==> src/rtl/vxfc_pkg.sv <==
package vxfc_pkg;

  localparam int WORD_W   = 32;
  localparam int BIT_W    = 5;
  localparam int COL_W    = 3;
  localparam int COORD_W  = 8;
  localparam int NUM_MASK = 4;
  localparam int SEL_W    = 2;

  localparam int CFG_IDX_W  = 2;
  localparam int CFG_DATA_W = 9;
  localparam int WPR_W      = 4;
  localparam int RPL_W      = 9;
  localparam int LC_W       = 9;

  // compare widths wide enough for the parameter ranges
  localparam int WPR_CMP_W = 7;
  localparam int CNT_CMP_W = 11;

  localparam int DEF_MAX_WORD_COLUMNS = 8;
  localparam int DEF_MAX_ROWS         = 256;
  localparam int DEF_MAX_LAYERS       = 256;

  localparam logic [WPR_W-1:0] WPR_RESET = 4'd8;
  localparam logic [RPL_W-1:0] RPL_RESET = 9'd32;
  localparam logic [LC_W-1:0]  LC_RESET  = 9'd32;

  localparam logic [CFG_IDX_W-1:0] CFG_WORDS_PER_ROW  = 2'd0;
  localparam logic [CFG_IDX_W-1:0] CFG_ROWS_PER_LAYER = 2'd1;
  localparam logic [CFG_IDX_W-1:0] CFG_LAYER_COUNT    = 2'd2;

  // mask slots, in emission order
  localparam logic [SEL_W-1:0] MSK_HELD_POS = 2'd0;
  localparam logic [SEL_W-1:0] MSK_HELD_NEG = 2'd1;
  localparam logic [SEL_W-1:0] MSK_NEW_POS  = 2'd2;
  localparam logic [SEL_W-1:0] MSK_NEW_NEG  = 2'd3;

  typedef enum logic [0:0] {
    ST_IDLE,
    ST_SCAN
  } state_t;

  typedef struct packed {
    logic load;
    logic pop;
  } cmd_t;

  typedef struct packed {
    logic any;
    logic last;
  } status_t;

endpackage

==> src/rtl/vxfc_ctrl.sv <==
module vxfc_ctrl (
  input  logic              clk,
  input  logic              rst_n,
  input  logic              in_valid,
  output logic              in_ready,
  output logic              out_valid,
  input  logic              out_ready,
  input  vxfc_pkg::status_t status,
  output vxfc_pkg::cmd_t    cmd
);
  import vxfc_pkg::*;

  state_t state_r;
  state_t state_nxt;

  always_ff @(posedge clk) begin
    if (!rst_n) begin
      state_r <= ST_IDLE;
    end else begin
      state_r <= state_nxt;
    end
  end

  always_comb begin
    state_nxt = state_r;
    case (state_r)
      ST_IDLE: begin
        if (in_valid) state_nxt = ST_SCAN;
      end
      ST_SCAN: begin
        if (!status.any) state_nxt = ST_IDLE;
        else if (out_ready && status.last) state_nxt = ST_IDLE;
      end
      default: state_nxt = ST_IDLE;
    endcase
  end

  always_comb begin
    in_ready  = 1'b0;
    out_valid = 1'b0;
    cmd       = '0;
    case (state_r)
      ST_IDLE: begin
        in_ready = 1'b1;
        cmd.load = in_valid;
      end
      ST_SCAN: begin
        out_valid = status.any;
        cmd.pop   = status.any && out_ready;
      end
      default: begin
        in_ready = 1'b0;
      end
    endcase
  end

endmodule

==> src/rtl/vxfc_dp.sv <==
module vxfc_dp #(
  parameter int MAX_WORD_COLUMNS = vxfc_pkg::DEF_MAX_WORD_COLUMNS,
  parameter int MAX_ROWS         = vxfc_pkg::DEF_MAX_ROWS,
  parameter int MAX_LAYERS       = vxfc_pkg::DEF_MAX_LAYERS
) (
  input  logic                                  clk,
  input  logic                                  rst_n,
  input  vxfc_pkg::cmd_t                        cmd,
  output vxfc_pkg::status_t                     status,
  input  logic [vxfc_pkg::WORD_W-1:0]           in_word,
  input  logic                                  cfg_we,
  input  logic [vxfc_pkg::CFG_IDX_W-1:0]        cfg_index,
  input  logic [vxfc_pkg::CFG_DATA_W-1:0]       cfg_data,
  output logic [vxfc_pkg::COORD_W-1:0]          voxel_x,
  output logic [vxfc_pkg::COORD_W-1:0]          voxel_y,
  output logic [vxfc_pkg::COORD_W-1:0]          voxel_z,
  output logic                                  face_side,
  output logic                                  last_face
);
  import vxfc_pkg::*;

  localparam logic [WPR_CMP_W-1:0] MAX_WPR = WPR_CMP_W'(MAX_WORD_COLUMNS);
  localparam logic [CNT_CMP_W-1:0] MAX_RPL = CNT_CMP_W'(MAX_ROWS);
  localparam logic [CNT_CMP_W-1:0] MAX_LC  = CNT_CMP_W'(MAX_LAYERS);

  logic [WPR_W-1:0]   wpr_r, wpr_nxt;
  logic [RPL_W-1:0]   rpl_r, rpl_nxt;
  logic [LC_W-1:0]    lc_r, lc_nxt;
  logic [WORD_W-1:0]  held_r, held_nxt;
  logic [WORD_W-1:0]  left_r, left_nxt;
  logic [COL_W-1:0]   col_r, col_nxt;
  logic [COORD_W-1:0] row_r, row_nxt;
  logic [COORD_W-1:0] layer_r, layer_nxt;
  logic [COL_W-1:0]   held_col_r, held_col_nxt;
  logic [COL_W-1:0]   new_col_r, new_col_nxt;
  logic [COORD_W-1:0] emit_row_r, emit_row_nxt;
  logic [COORD_W-1:0] emit_layer_r, emit_layer_nxt;
  logic [NUM_MASK-1:0][WORD_W-1:0] mask_r, mask_nxt;

  logic [WPR_CMP_W-1:0] wpr_c;
  logic [CNT_CMP_W-1:0] rpl_c, lc_c;
  logic                 closes;
  logic [SEL_W-1:0]     sel;
  logic [WORD_W-1:0]    cur, iso, popped;
  logic [NUM_MASK-1:0][WORD_W-1:0] rem;
  logic [BIT_W-1:0]     bit_idx;

  always_comb begin
    if (wpr_r == '0) wpr_c = WPR_CMP_W'(1);
    else if (WPR_CMP_W'(wpr_r) > MAX_WPR) wpr_c = MAX_WPR;
    else wpr_c = WPR_CMP_W'(wpr_r);
    if (rpl_r == '0) rpl_c = CNT_CMP_W'(1);
    else if (CNT_CMP_W'(rpl_r) > MAX_RPL) rpl_c = MAX_RPL;
    else rpl_c = CNT_CMP_W'(rpl_r);
    if (lc_r == '0) lc_c = CNT_CMP_W'(1);
    else if (CNT_CMP_W'(lc_r) > MAX_LC) lc_c = MAX_LC;
    else lc_c = CNT_CMP_W'(lc_r);
  end

  assign closes = (WPR_CMP_W'(col_r) + WPR_CMP_W'(1)) >= wpr_c;

  // first nonempty mask, lowest set bit of it
  always_comb begin
    if (mask_r[MSK_HELD_POS] != '0) sel = MSK_HELD_POS;
    else if (mask_r[MSK_HELD_NEG] != '0) sel = MSK_HELD_NEG;
    else if (mask_r[MSK_NEW_POS] != '0) sel = MSK_NEW_POS;
    else sel = MSK_NEW_NEG;
    cur    = mask_r[sel];
    iso    = cur & (~cur + WORD_W'(1));
    popped = cur & (cur - WORD_W'(1));
    bit_idx = '0;
    for (int k = 0; k < WORD_W; k++) begin
      if (iso[k]) bit_idx = bit_idx | BIT_W'(k);
    end
    rem      = mask_r;
    rem[sel] = popped;
  end

  assign status.any  = |mask_r;
  assign status.last = ~|rem;

  assign voxel_x   = (sel == MSK_HELD_POS || sel == MSK_HELD_NEG) ?
                     {held_col_r, ~bit_idx} : {new_col_r, ~bit_idx};
  assign voxel_y   = emit_row_r;
  assign voxel_z   = emit_layer_r;
  assign face_side = (sel == MSK_HELD_NEG || sel == MSK_NEW_NEG);
  assign last_face = ~|rem;

  always_comb begin
    wpr_nxt        = wpr_r;
    rpl_nxt        = rpl_r;
    lc_nxt         = lc_r;
    held_nxt       = held_r;
    left_nxt       = left_r;
    col_nxt        = col_r;
    row_nxt        = row_r;
    layer_nxt      = layer_r;
    held_col_nxt   = held_col_r;
    new_col_nxt    = new_col_r;
    emit_row_nxt   = emit_row_r;
    emit_layer_nxt = emit_layer_r;
    mask_nxt       = mask_r;

    if (cfg_we) begin
      case (cfg_index)
        CFG_WORDS_PER_ROW:  wpr_nxt = cfg_data[WPR_W-1:0];
        CFG_ROWS_PER_LAYER: rpl_nxt = cfg_data[RPL_W-1:0];
        CFG_LAYER_COUNT:    lc_nxt  = cfg_data[LC_W-1:0];
        default:            wpr_nxt = wpr_r;
      endcase
    end

    if (cmd.pop) mask_nxt = rem;

    if (cmd.load) begin
      // held word is zero when nothing is held, so its masks come out empty
      mask_nxt[MSK_HELD_POS] = held_r & ~((held_r << 1) | {31'b0, in_word[31]});
      mask_nxt[MSK_HELD_NEG] = held_r & ~((held_r >> 1) | {left_r[0], 31'b0});
      mask_nxt[MSK_NEW_POS]  = '0;
      mask_nxt[MSK_NEW_NEG]  = '0;
      held_col_nxt   = col_r - COL_W'(1);
      new_col_nxt    = col_r;
      emit_row_nxt   = row_r;
      emit_layer_nxt = layer_r;
      if (closes) begin
        mask_nxt[MSK_NEW_POS] = in_word & ~(in_word << 1);
        mask_nxt[MSK_NEW_NEG] = in_word & ~((in_word >> 1) | {held_r[0], 31'b0});
        held_nxt = '0;
        left_nxt = '0;
        col_nxt  = '0;
        if ((CNT_CMP_W'(row_r) + CNT_CMP_W'(1)) >= rpl_c) begin
          row_nxt = '0;
          if ((CNT_CMP_W'(layer_r) + CNT_CMP_W'(1)) >= lc_c) layer_nxt = '0;
          else layer_nxt = layer_r + COORD_W'(1);
        end else begin
          row_nxt = row_r + COORD_W'(1);
        end
      end else begin
        held_nxt = in_word;
        left_nxt = held_r;
        col_nxt  = col_r + COL_W'(1);
      end
    end
  end

  always_ff @(posedge clk) begin
    if (!rst_n) begin
      wpr_r   <= WPR_RESET;
      rpl_r   <= RPL_RESET;
      lc_r    <= LC_RESET;
      held_r  <= '0;
      left_r  <= '0;
      col_r   <= '0;
      row_r   <= '0;
      layer_r <= '0;
      mask_r  <= '0;
    end else begin
      wpr_r   <= wpr_nxt;
      rpl_r   <= rpl_nxt;
      lc_r    <= lc_nxt;
      held_r  <= held_nxt;
      left_r  <= left_nxt;
      col_r   <= col_nxt;
      row_r   <= row_nxt;
      layer_r <= layer_nxt;
      mask_r  <= mask_nxt;
    end
  end

  always_ff @(posedge clk) begin
    held_col_r   <= held_col_nxt;
    new_col_r    <= new_col_nxt;
    emit_row_r   <= emit_row_nxt;
    emit_layer_r <= emit_layer_nxt;
  end

endmodule

==> src/rtl/voxel_x_face_culler.sv <==
// Exposed +x / -x face extraction for a chunk of voxel occupancy words.
// Input channel (in_valid/in_ready): one 32-bit occupancy word per request,
// raster order x word, then row, then layer; bit 31 is the lowest x.
// A word is held until its +x neighbor arrives or it closes its row.
// Output channel (out_valid/out_ready): one face per request with voxel
// x/y/z, side (0 = +x, 1 = -x) and last_face on the final face of an input.
// Config port (cfg_we/cfg_index/cfg_data): words_per_row, rows_per_layer,
// layer_count; write only while idle.
// The first face is valid in the cycle after the input request is taken.
// One input yields N faces (0..64); one with no face still passes through
// the scan state. One face leaves per cycle while out_ready is high, from the
// lowest-set-bit scan over the four face masks.
// in_ready is low from the accepting edge until the edge that takes the
// last face.
// A stalled receiver freezes the scan; the face on the outputs holds.
// Reset: synchronous, active low; registers return to 8/32/32, the stream
// position to column, row and layer zero, with nothing held.
module voxel_x_face_culler #(
  parameter int MAX_WORD_COLUMNS = vxfc_pkg::DEF_MAX_WORD_COLUMNS,
  parameter int MAX_ROWS         = vxfc_pkg::DEF_MAX_ROWS,
  parameter int MAX_LAYERS       = vxfc_pkg::DEF_MAX_LAYERS
) (
  input  logic                               clk,
  input  logic                               rst_n,
  input  logic                               in_valid,
  output logic                               in_ready,
  input  logic [vxfc_pkg::WORD_W-1:0]        in_occupancy_word,
  output logic                               out_valid,
  input  logic                               out_ready,
  output logic [vxfc_pkg::COORD_W-1:0]       out_voxel_x,
  output logic [vxfc_pkg::COORD_W-1:0]       out_voxel_y,
  output logic [vxfc_pkg::COORD_W-1:0]       out_voxel_z,
  output logic                               out_face_side,
  output logic                               out_last_face,
  input  logic                               cfg_we,
  input  logic [vxfc_pkg::CFG_IDX_W-1:0]     cfg_index,
  input  logic [vxfc_pkg::CFG_DATA_W-1:0]    cfg_data
);
  import vxfc_pkg::*;

  cmd_t    cmd;
  status_t status;

  vxfc_ctrl u_ctrl (
    .clk       (clk),
    .rst_n     (rst_n),
    .in_valid  (in_valid),
    .in_ready  (in_ready),
    .out_valid (out_valid),
    .out_ready (out_ready),
    .status    (status),
    .cmd       (cmd)
  );

  vxfc_dp #(
    .MAX_WORD_COLUMNS (MAX_WORD_COLUMNS),
    .MAX_ROWS         (MAX_ROWS),
    .MAX_LAYERS       (MAX_LAYERS)
  ) u_dp (
    .clk       (clk),
    .rst_n     (rst_n),
    .cmd       (cmd),
    .status    (status),
    .in_word   (in_occupancy_word),
    .cfg_we    (cfg_we),
    .cfg_index (cfg_index),
    .cfg_data  (cfg_data),
    .voxel_x   (out_voxel_x),
    .voxel_y   (out_voxel_y),
    .voxel_z   (out_voxel_z),
    .face_side (out_face_side),
    .last_face (out_last_face)
  );

  a_no_overlap: assert property (@(posedge clk) disable iff (!rst_n)
    out_valid |-> !in_ready)
    else $error("input taken while faces pending");

  a_more_after_not_last: assert property (@(posedge clk) disable iff (!rst_n)
    (out_valid && out_ready && !out_last_face) |=> out_valid)
    else $error("face stream ended without last marker");

  a_busy_after_accept: assert property (@(posedge clk) disable iff (!rst_n)
    (in_valid && in_ready) |=> !in_ready)
    else $error("second input accepted back to back");

  a_last_frees_input: assert property (@(posedge clk) disable iff (!rst_n)
    (out_valid && out_ready && out_last_face) |=> (in_ready && !out_valid))
    else $error("block not idle after last face");

endmodule

==> config.mk <==
export PLATFORM = sky130hd
export DESIGN_NAME = voxel_x_face_culler
export DESIGN_NICKNAME = d
export VERILOG_FILES = /design/src/rtl/vxfc_pkg.sv /design/src/rtl/vxfc_ctrl.sv /design/src/rtl/vxfc_dp.sv /design/src/rtl/voxel_x_face_culler.sv
export SDC_FILE = /design/constraint.sdc
export NUM_CORES = 1
export LEC_CHECK = 0
export ABC_AREA = 1
export ABC_CLOCK_PERIOD_IN_PS = 5800
export BUFFER_PORTS_ARGS = -buffer_cell sky130_fd_sc_hd__buf_4
export CAP_MARGIN = 20
export CORE_AREA = 2 2 182 184
export DETAILED_ROUTE_END_ITERATION = 6
export DIE_AREA = 0 0 184 186
export PLACE_DENSITY_LB_ADDON = 0.15
export SYNTH_ARGS = -nofsm -noshare
export SYNTH_HDL_FRONTEND = slang
export SYNTH_SLANG_ARGS = --single-unit
==> constraint.sdc <==
create_clock -name clk -period 5.8 [get_ports clk]
set_clock_uncertainty 0.1 [all_clocks]
set_input_delay 0.58 -clock clk [delete_from_list [all_inputs] [get_ports clk]]
set_output_delay 0.58 -clock clk [all_outputs]
set_load 0.01 [all_outputs]
==> results of run 1 <==
[worst max-delay path, delay by kind of cell (launching register included)]
family | cells | cell delay, ps
simple gates | 20 | 3360
buf+inv | 4 | 630
flops | 1 | 350
[final cells by class]
class | count | area, um^2 | share of cell area (%)
well taps | 408 | 510 | 3.09
repair buffers | 117 | 951 | 5.75
multi-input cells | 1765 | 8780 | 53.1
clock inverters | 16 | 86.3 | 0.522
flip-flops and latches | 225 | 4720 | 28.6
inverters | 184 | 693 | 4.19
clock buffers | 38 | 790 | 4.77
[repair_timing]
action                                  4_1_cts  5_1_grt
cloned                                        1        1
setup buffers                                 0        2
gates resized for setup                       4       14
hold buffers                                  0        0
endpoints found under the setup margin        1        1
pin swaps                                     1        1
endpoints found under the hold margin         0        0
[registers in the layout, indices dropped and copies added, names as in the netlist]
name	cells
u_dp.left_r	1
u_dp.new_col_r	3
u_dp.lc_r	9
u_dp.mask_r	128
u_dp.held_col_r	3
u_dp.wpr_r	4
u_ctrl.state_r	1
u_dp.voxel_y	8
u_dp.layer_r	8
u_dp.rpl_r	9
u_dp.voxel_z	8
u_dp.row_r	8
u_dp.col_r	3
u_dp.held_r	32
[where the power goes]
part | internal, W | leakage [nW] | switching [W]
Sequential | 0.00170 | 1.89 | 0.000114
Combinational | 0.000388 | 5.32 | 0.000852
Clock | 0.000954 | 0.438 | 0.000731
Total | 0.00304 | 7.64 | 0.00170
[metal layers]
metal | global-route usage, % | vias up | routed length [um]
li1 | - | 7910 | -
met1 | 45.7 | 7697 | 25000
met2 | 49.9 | 753 | 24300
met3 | 4.32 | 111 | 4210
met4 | 11.2 | 0 | 1810
met5 | 0 | - | 0
[logic make-up (layout without fill, tap and decap cells)]
group	count (synthesis)	in the layout
DFF	225	225
muxes	1	1
AOI/OAI and AO/OA	469	469
buffers and inverters	318	355
xor gates and xnor gates	13	13
and+or+nand+nor	1254	1256
adders and majority gates	26	26
[per-stage QoR]
stage	utilization (%)	total power, W	instance area, um^2
after CTS	51.0	0.00472	16400
after global routing	51.4	0.00496	16500
after floorplan	-	0.00261	14700
after global placement	48.2	0.00303	15500
final	51.4	0.00474	16500
after detailed placement	48.2	0.00303	15500
[how the worst max path moves through the flow]
| stage | endpoint | slack [ps] | depth (start not counted) |
|---|---|---|---|
| floorplan | out_last_face | 2310 | 23 |
| global placement | out_last_face | 300 | 22 |
| detailed placement | out_last_face | 330 | 22 |
| CTS | out_last_face | 30 | 22 |
| global route | out_last_face | -10 | 24 |
| finish | out_last_face | 180 | 24 |
[placed cells by master, fill, tap and decap left out, types with 17 or more instances in the layout]
cell type  instances
o21ai_0          122
a21oi_1          158
edfxtp_1          22
a31oi_1           65
nor2_1           296
buf_4            110
nand4_1           86
a221oi_1          40
nand2_1          552
dfxtp_1          203
inv_1            167
a22oi_1           35
clkbuf_16         29
ha_1              26
nand3_1          214
nor3_1            17
nor2_2            32
==> impl_metrics.tcl, run 1 <==
set metrics [dict create \
    cp_max_fo 21 \
    synthAdderAreaFrac_pct 2.22 \
    rows 66 \
    fill_cells 3352 \
    yosysSeqAreaShare_pct 32.2 \
    drv_cap 0 \
    violations "design-rule violations" \
    ant_nets 0 \
    hp-class "input pin to flop" \
    fin_tns_setup_ps 0 \
    path_class "flop to output pin" \
    clkTransAtPathRegs_ps 60 \
    dr.pass1.iters 7 \
    diodes 0 \
    grt_overflow 0 \
    cts_tree "yes" \
    powerDensity_nw_per_um2 286 \
    fp.dieW_um 184 \
    slew_viol_final 0 \
    setup_ws_ps 175 \
    leakagePower_nw 7.64 \
    dpl.hpwl_um 39000 \
    ys_ff_latch 225 \
    fin_nets 2396 \
    synth.mux.area_fraction_pct 0.0683 \
    ys_async_sr_fraction_pct 0 \
    yosys.area.top_type_share_pct 27.7 \
    relSlewSlack_pct 37.9 \
    synth_edf_count 22 \
    holdWs_ps 143 \
    die_h_um 186 \
    r2r-start "u_dp.mask_r[14]" \
    cts_buffer_depth 3 \
    synth_xor_xnor_area_share_pct 0.777 \
    synth_area_per_cell_um2 6.35 \
    rrSetupSlack_ps 1340 \
    worstPathArrival_ps 4940 \
    track_usage_pct 32.2 \
    start_util_pct 45.5 \
    setup_viol 0 \
    crit_path_start "u_dp.mask_r[94]" \
    synth_top_family_by_area "simple AND/OR/NAND/NOR gates" \
    dieArea_um2 34200 \
    critPathSlowestCell "dfxtp_1" \
    synth_simple_gate_area_share_pct 37.2 \
    grt_max_degree 84 \
    period_share_pct 97.0 \
    syn_area_um2 14700 \
    area_growth_pct 12.9 \
    place_ws_ps 332 \
    clkLatencyLatePin_ps 580 \
    wl_per_cell_um 20.1 \
    htree_levels 1 \
    numCtsBuffers 29 \
    clock.fmax_mhz 178 \
    hp-start "cfg_data[5]" \
    synth_warnings 0 \
    min_delay_path_depth 3 \
    ys_types 43 \
    critPathMaxStageDelay_ps 350 \
    tightest_slew_ps 931 \
    cp_cell_sequence "nor2_1 > nand2_1 > nor2_1 > nand2_1 > inv_2 > nand2_4 > nand2_2 > buf_4 > nand3_1 > nand2_1 > nand3_1 > nor2_4 > nand2_1 > nor2_4 > nand3_1 > nand3_1 > nand2_1 > nor2_1 > nand2_1 > nor2_1 > nand3_1 > nor4_4 > buf_4 > buf_4" \
    first_iter_violations 1723 \
    min_to "u_dp.rpl_r[5]" \
    antenna_found_initial 0 \
    hold_viol 0 \
    synthTopCellsByCount "554 x nand2_1, 303 x nor2_1, 216 x nand3_1" \
    cp-start-kind "flop" \
    synthFlopType "dfxtp_1" \
    num_io_pins 76 \
    instances_no_fill 2753 \
    synth_area_leaders "dfxtp_1 28%, nand2_1 14%, nor2_1 7.8%, nand3_1 7.4%, a21oi_1 5.4%" \
    coreArea_um2 32200 \
    root_buffer "clkbuf_16" \
    synth_most_common_cell "nand2_1" \
    min_period_ps 5620 \
    r2r_cells 21 \
    synth_compound_area_share_pct 18.9 \
    first_global_vias 15258 \
    drive_above_1_share_pct 10.5 \
    grt_first_pass_wirelength_um 86900 \
    via_count 16471 \
    crit_required_ps 5120 \
    synth_top_area_cell "dfxtp_1" \
    portBuffers 75 \
    critical_path.most_common_cell "nand2_1" \
    ir_worst_vdd_uv 235 \
    cp-end-kind "output pin" \
    rr_endpoint "u_ctrl.state_r" \
    placed_cells 2693 \
    drc 2 \
    cts_sinks 225 \
    wirelength_um 55400 \
    routed_via_density 5.98 \
    status "finished with violations" \
    syn_inst 2306 \
    gp_congestion 0.987 \
    syn_nets 2380 \
]
Power figures use the tool's default switching activity.
==> run 2: changes to the inputs <==
==> constraint.sdc (replaced) <==
create_clock -name clk -period 5.8 [get_ports clk]
set_clock_uncertainty 0.1 [all_clocks]
set_input_delay 0.58 -clock clk [delete_from_list [all_inputs] [get_ports clk]]
set_output_delay 0.58 -clock clk [all_outputs]
set_load 0.05 [all_outputs]
==> run 2 against run 1 <==
Against the previous run: the run now ends clean; final cell count down 0.22%; fmax shrank 1.5%; sequential share of layout area about the same; sequential cell count stayed put; global-route usage fell by 0.47 points; design area is essentially flat; non-clock buffer count increased by 1; clock power increased by 4%; routed wire length is 0.62% lower; critical endpoint unchanged.
==> impl_metrics.tcl, run 2 (synthesized netlist as in run 1, its figures left out) <==
set metrics [dict create \
    status "finished clean" \
    period_share_pct 98.4 \
    path_class "flop to output pin" \
    most-common-layout-cells "552 x nand2_1, 296 x nor2_1, 215 x nand3_1" \
    fin_area_um2 16500 \
    htree_levels 1 \
    hp-class "input pin to flop" \
    fin_nets 2394 \
    r2r_cells 25 \
    placed_area_um2 15500 \
    largest_reg_flops 128 \
    fin_util_pct 51.4 \
    leakagePower_nw 7.62 \
    postCtsHoldBufs 0 \
    numCtsBuffers 27 \
    top_regs "u_dp.mask_r (128), u_dp.held_r (32)" \
    fp.dieW_um 184 \
    cts_sinks 225 \
    first_iter_violations 2299 \
    ant_nets 0 \
    min_period_ps 5710 \
    drive_above_1_share_pct 10.5 \
    via_count 16477 \
    cp_max_fo 35 \
    clkTransAtPathRegs_ps 60 \
    rows 66 \
    worstPathArrival_ps 5030 \
    grt_first_pass_wirelength_um 85600 \
    grt_max_degree 91 \
    first_global_vias 14969 \
    power.total_w 0.00485 \
    powerDensity_nw_per_um2 293 \
    relSlewSlack_pct 36.4 \
    start_util_pct 45.5 \
    gp_congestion 1.00 \
    final_common_cell "nand2_1" \
    drv_cap 0 \
    coreArea_um2 32200 \
    cts_buffer_depth 3 \
    wl_per_cell_um 20.0 \
    grt_overflow 0 \
    fin_tns_setup_ps 0 \
    cts_tree "yes" \
    fill_cells 3413 \
    ir_worst_vdd_uv 236 \
    tightest_slew_ps 954 \
    drc 0 \
    place_ws_ps 292 \
    cp-end-kind "output pin" \
    crit_required_ps 5120 \
    cp-start-kind "flop" \
    diodes 0 \
    portBuffers 75 \
    track_usage_pct 31.7 \
    dieArea_um2 34200 \
    dpl.hpwl_um 38600 \
    regMostFlops "u_dp.mask_r" \
    root_buffer "clkbuf_16" \
    dr.pass1.iters 6 \
    clkLatencyLatePin_ps 570 \
    hold_viol 0 \
    area_growth_pct 12.9 \
    die_h_um 186 \
    setup_ws_ps 90.4 \
    antenna_found_initial 0 \
    wirelength_um 55000 \
    clock.fmax_mhz 175 \
    min_delay_path_depth 3 \
    slew_viol_final 0 \
    setup_viol 0 \
    num_io_pins 76 \
    routed_via_density 6.00 \
]
[run 2: power breakdown]
part	leakage, nW	internal (W)	switching [W]
Sequential	1.89	0.00170	0.000113
Combinational	5.29	0.000390	0.000913
Clock	0.445	0.00103	0.000710
Total	7.62	0.00312	0.00174
[run 2: final cells by class]
| class | instances | area (um^2) | area share [%] |
|---|---|---|---|
| clock buffer | 44 | 840 | 5.08 |
| inverter | 184 | 693 | 4.19 |
| multi-input combinational | 1764 | 8770 | 53.0 |
| sequential | 225 | 4720 | 28.6 |
| tap | 408 | 510 | 3.09 |
| clock inverter | 4 | 63.8 | 0.386 |
| timing repair buffer | 118 | 938 | 5.67 |
[run 2: worst paths after layout]
| path | startpoint | endpoint | slack, ps |
|---|---|---|---|
| setup reg to reg | u_dp.mask_r[93] | u_ctrl.state_r | 1530 |
| setup / recovery | u_dp.mask_r[14] | out_last_face | 90 |
| hold / removal | cfg_data[5] | u_dp.rpl_r[5] | 150 |
| hold reg to reg | u_dp.row_r[7] | u_dp.voxel_y[7] | 350 |
[run 2: metal layers]
metal	global-route usage (%)	up-vias	wire length [um]
li1	-	7907	-
met1	45.3	7629	24400
met2	48.2	825	24000
met3	4.48	116	4600
met4	12.0	0	2040
met5	0	-	0
[run 2: critical path, cell delays in order, from the launching register on]
cell     delay, ps
dfxtp_1        300
inv_1          130
nand3_1        150
nor2_1         290
nand2_1        220
nor2_4         220
buf_6          300
nand3_1        110
nand2_1         70
nand3_1        260
nor2_2         240
nand2_1         90
nor2_2         220
nand2_1        150
nand3_1         90
nand2_1         80
nor2_1         120
nand2_1        110
nor3_2         310
nand3_1        170
nor4_2         430
buf_4          190
buf_4          180
[run 2: what timing repair did]
item                                    CTS  global route
pin swaps                                 1             0
gates cloned                              1             0
gates resized for setup                   4            12
buffers inserted                          4             0
endpoints found under the setup margin    1             1
[run 2: through the flow]
stage,cells,hold slack (ps)
2_1_floorplan,2306,308
3_3_place_gp,2692,336
3_5_place_dp,2692,337
4_1_cts,2745,138
5_1_grt,2747,144
6_report,2747,149
